`config.mk`:
```
export PLATFORM = sky130hd
export DESIGN_NAME = wsd_front
export DESIGN_NICKNAME = d
export VERILOG_FILES = /design/src/rtl/wsd_pkg.sv /design/src/rtl/wsd_front.sv
export SDC_FILE = /design/constraint.sdc
export NUM_CORES = 1
export LEC_CHECK = 0
export BUFFER_PORTS_ARGS = -buffer_cell sky130_fd_sc_hd__buf_2
export CAP_MARGIN = 20
export CELL_PAD_IN_SITES_DETAIL_PLACEMENT = 0
export CELL_PAD_IN_SITES_GLOBAL_PLACEMENT = 1
export CORE_ASPECT_RATIO = 1.25
export CORE_MARGIN = 2
export CORE_UTILIZATION = 47
export CTS_CLUSTER_SIZE = 12
export DETAILED_ROUTE_END_ITERATION = 10
export GPL_ROUTABILITY_DRIVEN = 0
export PLACE_DENSITY = 0.85
export SYNTH_ARGS = -nofsm -noshare
export SYNTH_HDL_FRONTEND = slang
export SYNTH_SLANG_ARGS = --single-unit
```
`constraint.sdc`:
```
create_clock -name clk -period 8 [get_ports clk]
set_input_delay 1.6 -clock clk [delete_from_list [all_inputs] [get_ports clk]]
set_output_delay 1.6 -clock clk [all_outputs]
set_load 0.01 [all_outputs]
```
`src/rtl/wsd_pkg.sv`:
```
`timescale 1ns / 1ps
package wsd_pkg;

  // Mode codes on the input item
  localparam logic [1:0] MODE_PUSH  = 2'd0;
  localparam logic [1:0] MODE_TAKE  = 2'd1;
  localparam logic [1:0] MODE_STEAL = 2'd2;
  localparam logic [1:0] MODE_BATCH = 2'd3;

  // Status codes on the result
  localparam logic [1:0] STATUS_OK    = 2'd0;
  localparam logic [1:0] STATUS_EMPTY = 2'd1;
  localparam logic [1:0] STATUS_FULL  = 2'd2;

  localparam int LIMIT_W = 7;   // clamped batch limit, 1..MAX_BATCH
  localparam int OCC_W   = 7;
  localparam int RQ_DEPTH = 4;  // result queue entries
  localparam int RQ_AW    = 2;

  typedef struct packed {
    logic [1:0]  mode;
    logic [63:0] task_word;
    logic [4:0]  batch_limit;
  } in_item_t;

  typedef struct packed {
    logic [1:0]       status;
    logic [63:0]      out_word;
    logic             last;
    logic [OCC_W-1:0] occupancy;
  } out_item_t;

  typedef enum logic [1:0] {
    CMD_PUSH,
    CMD_TAKE,
    CMD_STEAL,
    CMD_BATCH
  } cmd_kind_t;

  typedef struct packed {
    cmd_kind_t          kind;
    logic [63:0]        word;
    logic [LIMIT_W-1:0] limit;
  } cmd_t;

endpackage

```
`src/rtl/wsd_front.sv`:
```
`timescale 1ns / 1ps
module wsd_front #(
  parameter int MAX_BATCH = 16
) (
  input  logic             clk,
  input  logic             rst,
  input  logic             push,
  output logic             full,
  input  wsd_pkg::in_item_t item,
  output logic             cmd_valid,
  input  logic             cmd_ready,
  output wsd_pkg::cmd_t    cmd
);

  wsd_pkg::cmd_t                     q [2];
  logic                              head;
  logic [1:0]                        count;
  logic [1:0]                        count_next;
  wsd_pkg::cmd_t                     decoded;
  logic [wsd_pkg::LIMIT_W-1:0]       lim;
  logic                              wr;
  logic                              rd;

  // Classify the word and clamp the batch limit to 1..MAX_BATCH
  always_comb begin
    lim = wsd_pkg::LIMIT_W'(item.batch_limit);
    if (lim == '0) begin
      lim = wsd_pkg::LIMIT_W'(1);
    end
    if (lim > wsd_pkg::LIMIT_W'(MAX_BATCH)) begin
      lim = wsd_pkg::LIMIT_W'(MAX_BATCH);
    end
    case (item.mode)
      wsd_pkg::MODE_PUSH:  decoded.kind = wsd_pkg::CMD_PUSH;
      wsd_pkg::MODE_TAKE:  decoded.kind = wsd_pkg::CMD_TAKE;
      wsd_pkg::MODE_STEAL: decoded.kind = wsd_pkg::CMD_STEAL;
      default:             decoded.kind = wsd_pkg::CMD_BATCH;
    endcase
    decoded.word  = item.task_word;
    decoded.limit = lim;
  end

  assign full      = (count == 2'd2);
  assign cmd_valid = (count != 2'd0);
  assign cmd       = q[head];
  assign wr        = push && !full;
  assign rd        = cmd_valid && cmd_ready;

  always_comb begin
    count_next = count;
    if (wr && !rd) begin
      count_next = count + 2'd1;
    end else if (rd && !wr) begin
      count_next = count - 2'd1;
    end
  end

  always_ff @(posedge clk) begin
    if (wr) begin
      q[head ^ count[0]] <= decoded;
    end
  end

  always_ff @(posedge clk) begin
    if (rst) begin
      head  <= 1'b0;
      count <= 2'd0;
    end else begin
      count <= count_next;
      if (rd) begin
        head <= ~head;
      end
    end
  end

endmodule

```
==> results list, run 1 <==
* Final worst-path cycle share: 0.4483
- Largest incremental delay on the critical path: 0.96 ns
* Root Buffer: clkbuf_16
* Count of standard-cell rows: 43
- Across the run, the number of max-cap violations was 0.
- Register area share after synthesis: 0.8067
- Compound-gate portion of the synthesized area: 0.003717
- The portion of synthesized area spent on multiplexers is 0.1503.
- Setup repair after global routing left no endpoint under its margin.
- Worst hold slack: 0.5350 ns
- After clock tree synthesis, the clock-pin slew on the worst setup and hold paths is 0.06 ns.
* Final WL: 9429 um
* R2R setup slack: 5.68 ns
- Area of the core: 0.01114 sq mm
- Number of levels in the clock H-tree: 4
* Startpoint types: flip-flop
- The first detailed-routing pass took 6 iterations.
* Main combinational cell family by area after synthesis: multiplexers
* Via Count: 2765
* Crit end category: primary output
* Maximum number of buffers from clock root to sink: 2
* Static leakage: 2.550 nW
- Routed wire per std cell: 16.84 um
- Die width: 99.74 um
* Post-CTS setup buffer count: 0
* Area of all sequential standard cells: 0.004348 sq mm
* Data arrival, critical path: 1.99 ns
- Utilization after layout: 0.6112
* Cell at the slowest stage of the critical path: dfxtp_4
- Pin placement for this block handled 150 I/O pins.
* Remaining global-route overflow: 0
- Die Y: 123.7 um
* Measured slew at the worst slew-check pin: 0.9747 ns
- XOR/XNOR share of the synthesized area: 0.004879
- The netlist uses 21 different library cells.
* Antenna violations before repair: 0
- Once placement completed, the tool counted placed cells totaling 528.
- Worst hold path class: reg2reg
- Yosys printed 0 warnings.
- The count of nets left with antenna violations once routing finished came out at 0.
* Total power per unit cell area: 372.4 mW/mm^2
- Leaving out fill and tap cells, the most frequent cell in the layout is buf_2.
- The critical path in this run is classified as reg2out.
* Dominant delay contributor by cell family on the critical path: flip-flops
* Adder and majority cell fraction of the synthesized area: 0.002323
* Worst VDD drop: 0.0002950 V
- In this run the worst path has a maximum fanout of 71.
* Final hold vios: 0
* Synthesized instance count: 258
* Later-pin clock latency in the skew report: 0.41 ns
* Post-synthesis share of cell area spent on and, or, nand and nor gates: 0.01626
- CTS sink count: 146
- Across every metal layer, demand over resource in global routing totals 0.1543.
- In the routed design, unresolved DRC markers number 0.
- During placement, the flow inserted port buffers numbering 147.
* Post-Route Setup TNS: 0 ns
- TritonCTS built the clock tree.
- Number of nets in the final layout: 488
- HPWL after detailed placement: 5987 um
- Number of diodes: 0
- The count of cells in the finished layout, fillers not included, comes to 560.
- The number of gates resized after CTS was 0.
* Status: finished clean
- Ordered list of cells on the worst path: mux2_2 > buf_2
* First-pass GRT wire length: 13790 um
- Most frequent cells in the layout: buf_2, edfxtp_1, mux2_2, clkbuf_16
- Share of final-layout standard cells stronger than drive strength 1: 0.5929
- For this configuration, the core starts out at a cell density of 0.4835.
- Area Overhead vs Synth: 26.39%
- Clock Skew: 0.006652 ns
* Max-slew violation count: 0
* Clock period minus worst slack: 3.586 ns
* Critical Path RT: 6.40 ns
* Initial DRC Count: 141
* Via density per instance: 4.938
- In this run, post-CTS hold repair placed 0 buffers.
* Number of synthesized register bits: 146
- Summing all multi-input logic gate instances after layout gives 973.4 sq um.
- Buffers inserted during clock tree synthesis total 17.
- Fill cells in the final layout number 844.
- Die area: 0.01234 sq mm
- Entering global routing, the biggest net connects 72 pins.
- Post-synthesis area per instance: 20.87 sq um
- Vias in the first global route: 2863
- Setup violations remaining at the end of the flow were counted as 0.
* Rel. slew slack: 0.3502
* Max Clk Rate: 0.2788 GHz
* Combined buffer and inverter count along the critical path: 1
- After synthesis the cells add up to 0.005385 sq mm.
==> per-stage QoR <==
stage	instance area [sq um]	total power, mW	worst slack [ns]
6_report	6807	2.535	4.414
5_1_grt	6807	2.662	4.285
4_1_cts	6807	2.576	4.349
3_5_place_dp	6237	1.817	4.522
3_3_place_gp	6237	1.794	4.549
2_1_floorplan	5389	1.573	2.777
==> logic make-up after synthesis <==
logic type,count (synthesis)
fa+ha+maj,1
buf+inv,15
flops,146
compound gates,4
xor+xnor,3
other cells,1
simple gates,16
mux,72
==> tightest hold or removal path, delay by kind of cell (launching register included) <==
family,cells,cell delay (ns)
DFF,1,0.34
AOI/OAI and AO/OA,2,0.14
==> registers in the layout (all words and copies together) (netlist names), named ones only <==
signal,cells
q,142
count,2
head,1
==> path summary, 6_finish.rpt <==
kind / startpoint / end / depth (start not counted)
max: flip-flop / cmd[66] / 2
min: count[1]$_SDFFE_PP0P_ / count[1]$_SDFFE_PP0P_ / 2
max reg2reg: count[1]$_SDFFE_PP0P_ / q[0][63]$_DFFE_PP_ / 4
min reg2reg: count[1]$_SDFFE_PP0P_ / count[1]$_SDFFE_PP0P_ / 2
==> cell usage after synthesis (all sizes together) <==
library cell / number / area, sq um
or3: 1 / 6.260
mux2: 71 / 799.5
xor2: 3 / 26.28
nor3: 2 / 10.01
dfxtp: 4 / 80.08
conb: 1 / 3.750
nor2b: 5 / 31.28
nor2: 5 / 18.77
mux2i: 1 / 10.01
edfxtp: 142 / 4264
a21oi: 2 / 10.01
or2: 1 / 6.260
and2: 1 / 6.260
clkbuf: 3 / 11.26
ha: 1 / 12.51
inv: 1 / 3.750
buf: 11 / 66.31
and2b: 1 / 8.760
o21ai: 2 / 10.01
==> power breakdown <==
part | total [mW] | leakage, nW | internal [mW] | switching [mW]
Combinational | 0.609 | 0.929 | 0.289 | 0.320
Sequential | 1.17 | 1.36 | 1.08 | 0.0945
Clock | 0.752 | 0.261 | 0.460 | 0.293
Total | 2.53 | 2.55 | 1.83 | 0.707
==> layer usage <==
layer | wire length [um] | track usage | vias to the layer above
met5 | 0 | 0 | -
met4 | 169 | 0.08562 | 0
met3 | 643 | 0.05275 | 13
met2 | 5147 | 0.2677 | 101
met1 | 3469 | 0.1654 | 1337
li1 | - | - | 1314
==> cell type report <==
| cell class | count | area share |
|---|---|---|
| Clock buffer | 20 | 0.06415 |
| Clock inverter | 12 | 0.01949 |
| Inverter | 1 | 0.0005515 |
| Multi-Input combinational cell | 98 | 0.1430 |
| Sequential cell | 146 | 0.6388 |
| Tap cell | 135 | 0.02482 |
| Timing Repair Buffer | 148 | 0.1092 |
(Power assumes the default switching activity.)
==> run 2: changes to the inputs <==
ABC_AREA = 1   (was default)
CORE_UTILIZATION = 40   (was 47)
PLACE_DENSITY = 0.75   (was 0.85)
clock period = 3.03 ns   (was 8 ns; I/O delays follow)
==> run 2 against run 1 <==
Net effect:
- sequential share of layout area decreased by 3.5 points
- clock skew increased by 0.0048 ns
- core utilization decreased by 11 points
- count of clock-buffer cells in the layout decreased by 1
- area after synthesis increased by 7.0%
- critical endpoint is now cmd[69]
- largest cell class unchanged
- largest power group unchanged
==> results list, run 2 <==
- Status: finished clean (unchanged)
- Startpoint types: flip-flop (unchanged)
- Hold bufs inserted after CTS: 0 (unchanged)
- CTS sink count: 146 (unchanged)
- The number of buffers added by the clock tree synthesis step came to 17 (unchanged).
- Die area: 0.01539 sq mm (was 0.01234 sq mm)
- Area of the core: 0.01422 sq mm (was 0.01114 sq mm)
- The fraction of the mapped netlist area in compound gates was 0.005645 (was 0.003717).
- The library cell with the highest instance count after synthesis is edfxtp_1 (unchanged).
* Flip-flop count of the largest register, all copies and words added: 142 (unchanged)
- Measured slew at the worst slew-check pin: 0.5058 ns (was 0.9747 ns)
- Number of levels in the clock H-tree: 4 (unchanged)
- The worst endpoint required time was 2.42 ns (was 6.40 ns).
* Main combinational cell family by area after synthesis: multiplexers (unchanged)
- The adder and majority cell fraction of the synthesized area is 0.002171 (was 0.002323).
- Max-slew violation count: 0 (unchanged)
- The most common cell after layout, fill and taps aside is buf_2 (unchanged).
* Post-CTS setup buffer count: 0 (unchanged)
* GRT Resource Usage Total: 0.1320 (was 0.1543)
- The number of distinct library cells after synthesis is 20 (was 21).
* Antenna violations before repair: 3 (was 0)
- The leakage power total is 2.872 nW (was 2.550 nW).
- RSZ-0062 raised after global routing: no (unchanged).
* Final worst-path cycle share: 0.7929
- Worst setup slack after layout: 0.6276 ns (was 4.414 ns)
* Remaining global-route overflow: 0 (unchanged)
* Prevailing post-synth register cell: edfxtp_1 (unchanged)
- The area share of the largest cell type after synthesis is 0.7399 (was 0.7918).
- The headroom to the max-slew limit came to 0.6628 (was 0.3502).
- The average detailed-routed wire length per instance is 15.90 um (was 16.84 um).
* Commonest cells in the netlist: edfxtp_1, mux2_4, inv_1 (was edfxtp_1, mux2_2, buf_2)
* Total standard cell area after synthesis: 0.005763 sq mm (was 0.005385 sq mm)
- The xor/xnor share of the synthesized area is 0.001520 (was 0.004879).
- Largest area contributor in the netlist: edfxtp_1 (unchanged)
- Maximum number of buffers from clock root to sink: 2 (unchanged)
- Register area share after synthesis: 0.7538 (was 0.8067)
* Initial DRC Count: 151 (was 141)
- The cell with the largest stage delay on the worst path is dfxtp_4 (unchanged).
- Dominant delay contributor by cell family on the critical path: buffers and inverters (was flip-flops)
* Total power per unit cell area: 966.1 mW/mm^2 (was 372.4 mW/mm^2)
* Worst setup path class: reg2out (unchanged)
* Final WL: 9855 um (was 9429 um)
- Post-synthesis share of cell area spent on and, or, nand and nor gates: 0.01455 (was 0.01626)
* DP Worst Slack: 0.9297 ns (was 4.522 ns)
- Maximum fanout along the worst path: 22 (was 71)
* Via Count: 2838 (was 2765)
- The wire length of the first global-routing pass came to 15350 um (was 13790 um).
* Yosys warning count: 0 (unchanged)
- The worst path needs 2.402 ns of the cycle, external delays included.
- The number of optimization iterations in the first detailed-route pass was 6 (unchanged).
- Count of standard-cell rows: 49 (was 43)
- The effective utilization at floorplan came to 0.4052 (was 0.4835).
- Post-synth EDFFs: 142 (unchanged)
* Clock Skew: 0.01145 ns (was 0.006652 ns)
- The number of top-level pins is 150 (unchanged).
- Final hold vios: 0 (unchanged)
* Worst hold path class: in2reg (was reg2reg)
- The clock-pin slew on the worst setup and hold paths was 0.06 ns (about the same).
- The library cell used as clock root buffer is clkbuf_16 (unchanged).
* Die width: 111.4 um (was 99.74 um)
- The arrival time reported for the critical path endpoint came to 1.80 ns (was 1.99 ns).
- The critical path buffer and inverter count is 2 (was 1).
- The TritonCTS clock tree is built (unchanged).
- The fraction of synthesized area in multiplexers is 0.1843 (was 0.1503).
* Worst VDD drop: 0.0007055 V (was 0.0002950 V)
- The post-layout net count came to 504 (was 488).
- The number of violations of the max-capacitance limit is 0 (unchanged).
- Post-synthesis area per instance: 21.42 sq um (was 20.87 sq um)
- Most area-consuming cells after synthesis: edfxtp_1, mux2_4, buf_12 (was edfxtp_1, mux2_2, dfxtp_1).
* Vias in the first global route: 3031 (was 2863)
- The total DRC errors in the routed layout was 0 (unchanged).
- The post-cts sizing count was 0 (unchanged).
- The HPWL after detailed placement was 6531 um (was 5987 um).
- Ordered list of cells on the worst path: buf_4 > mux2_2 > buf_2 (was mux2_2 > buf_2).
- The post-synthesis sequential element count was 146 (unchanged).
* IO Port Bufs: 147 (unchanged)
- Crit end category: primary output (unchanged)
- Most frequent cells in the layout: buf_2, edfxtp_1, mux2_4, clkbuf_16, inv_1 (was buf_2, edfxtp_1, mux2_2, clkbuf_16).
- The fraction of registers with async set or reset after synthesis was 0 (unchanged).
- Setup violators final: 0 (unchanged)
- The total negative setup slack came to 0 ns (unchanged).
- The maximum number of pins on one net before global-route repair came to 42 (was 72).
* Utilization after layout: 0.5059 (was 0.6112)
* Later-pin clock latency in the skew report: 0.41 ns (about the same)
- The vertical die dimension is 138.2 um (was 123.7 um).
- Number of antenna-violating nets in the routed design: 0 (unchanged)
- The via density per instance was 4.577 (was 4.938).
* Area Overhead vs Synth: 24.86% (was 26.39%)
* Synthesized instance count: 269 (was 258)
* Max Clk Rate: 0.4163 GHz
- Share of final-layout standard cells stronger than drive strength 1: 0.5782 (was 0.5929)
- The largest stage delay on the critical path was 0.46 ns (was 0.96 ns).
[run 2: changes by cell type after synthesis, moves of 2 or more]
cell     previous run  this run
buf_12              0         7
buf_2               8         0
inv_1               1        10
mux2_2             71         1
mux2_4              0        70
nand2_1             0         7
nand3_1             0         3
nor2_1              5         8
nor2b_1             5         0
nor3_1              2         0
xor2_1              3         0
[run 2: cells by family after synthesis]
| kind of cell | Yosys count |
|---|---|
| xor gates and xnor gates | 1 |
| buffers and inverters | 23 |
| AOI/OAI and AO/OA | 6 |
| other | 1 |
| and+or+nand+nor | 20 |
| DFF | 146 |
| muxes | 71 |
| adders and majority gates | 1 |
[run 2: worst paths after layout]
check / start / end / slack, ns / cells after the start
max: flip-flop / cmd[69] / 0.63 / 3
min: item[5] / q[1][7]$_DFFE_PP_ / 0.38 / 1
max reg2reg: count[0]$_SDFFE_PP0P_ / q[0][63]$_DFFE_PP_ / 1.20 / 3
min reg2reg: count[1]$_SDFFE_PP0P_ / count[1]$_SDFFE_PP0P_ / 0.57 / 3
[run 2: where the power goes]
group / switching [mW] / total [mW] / leakage, nW / internal, mW
Sequential: 0.148 / 3.03 / 1.36 / 2.88
Combinational: 0.998 / 1.94 / 1.24 / 0.940
Clock: 0.774 / 1.98 / 0.271 / 1.21
Total: 1.92 / 6.95 / 2.87 / 5.03
[run 2: cell type report]
class | instances | area [sq um]
fillers | 1222 | 7028
flip-flops and latches | 146 | 4348
multi-input cells | 101 | 1217
repair buffers | 152 | 798.3
clock buffers | 19 | 432.9
well taps | 178 | 222.7
clock inverters | 13 | 136.4
inverters | 10 | 37.54
diodes | 1 | 2.502
[run 2: metrics by stage]
stage	cell area [sq um]	power, mW	hold WS (ns)	std cells
finish	7196	6.952	0.3839	620
global route	7193	7.316	0.3551	619
CTS	7193	7.066	0.3621	619
detailed placement	6624	5.067	0.5464	587
global placement	6624	5.008	0.5184	587
floorplan	5769	4.456	0.5022	270
[run 2: routing by layer]
metal	wire length (um)	share of wire	GRT usage	vias to the layer above
li1	-	-	-	1346
met5	27	0.0027	0	-
met1	3987	0.40	0.1500	1372
met2	4978	0.51	0.2182	102
met3	738	0.075	0.05918	14
met4	122	0.012	0.05263	4
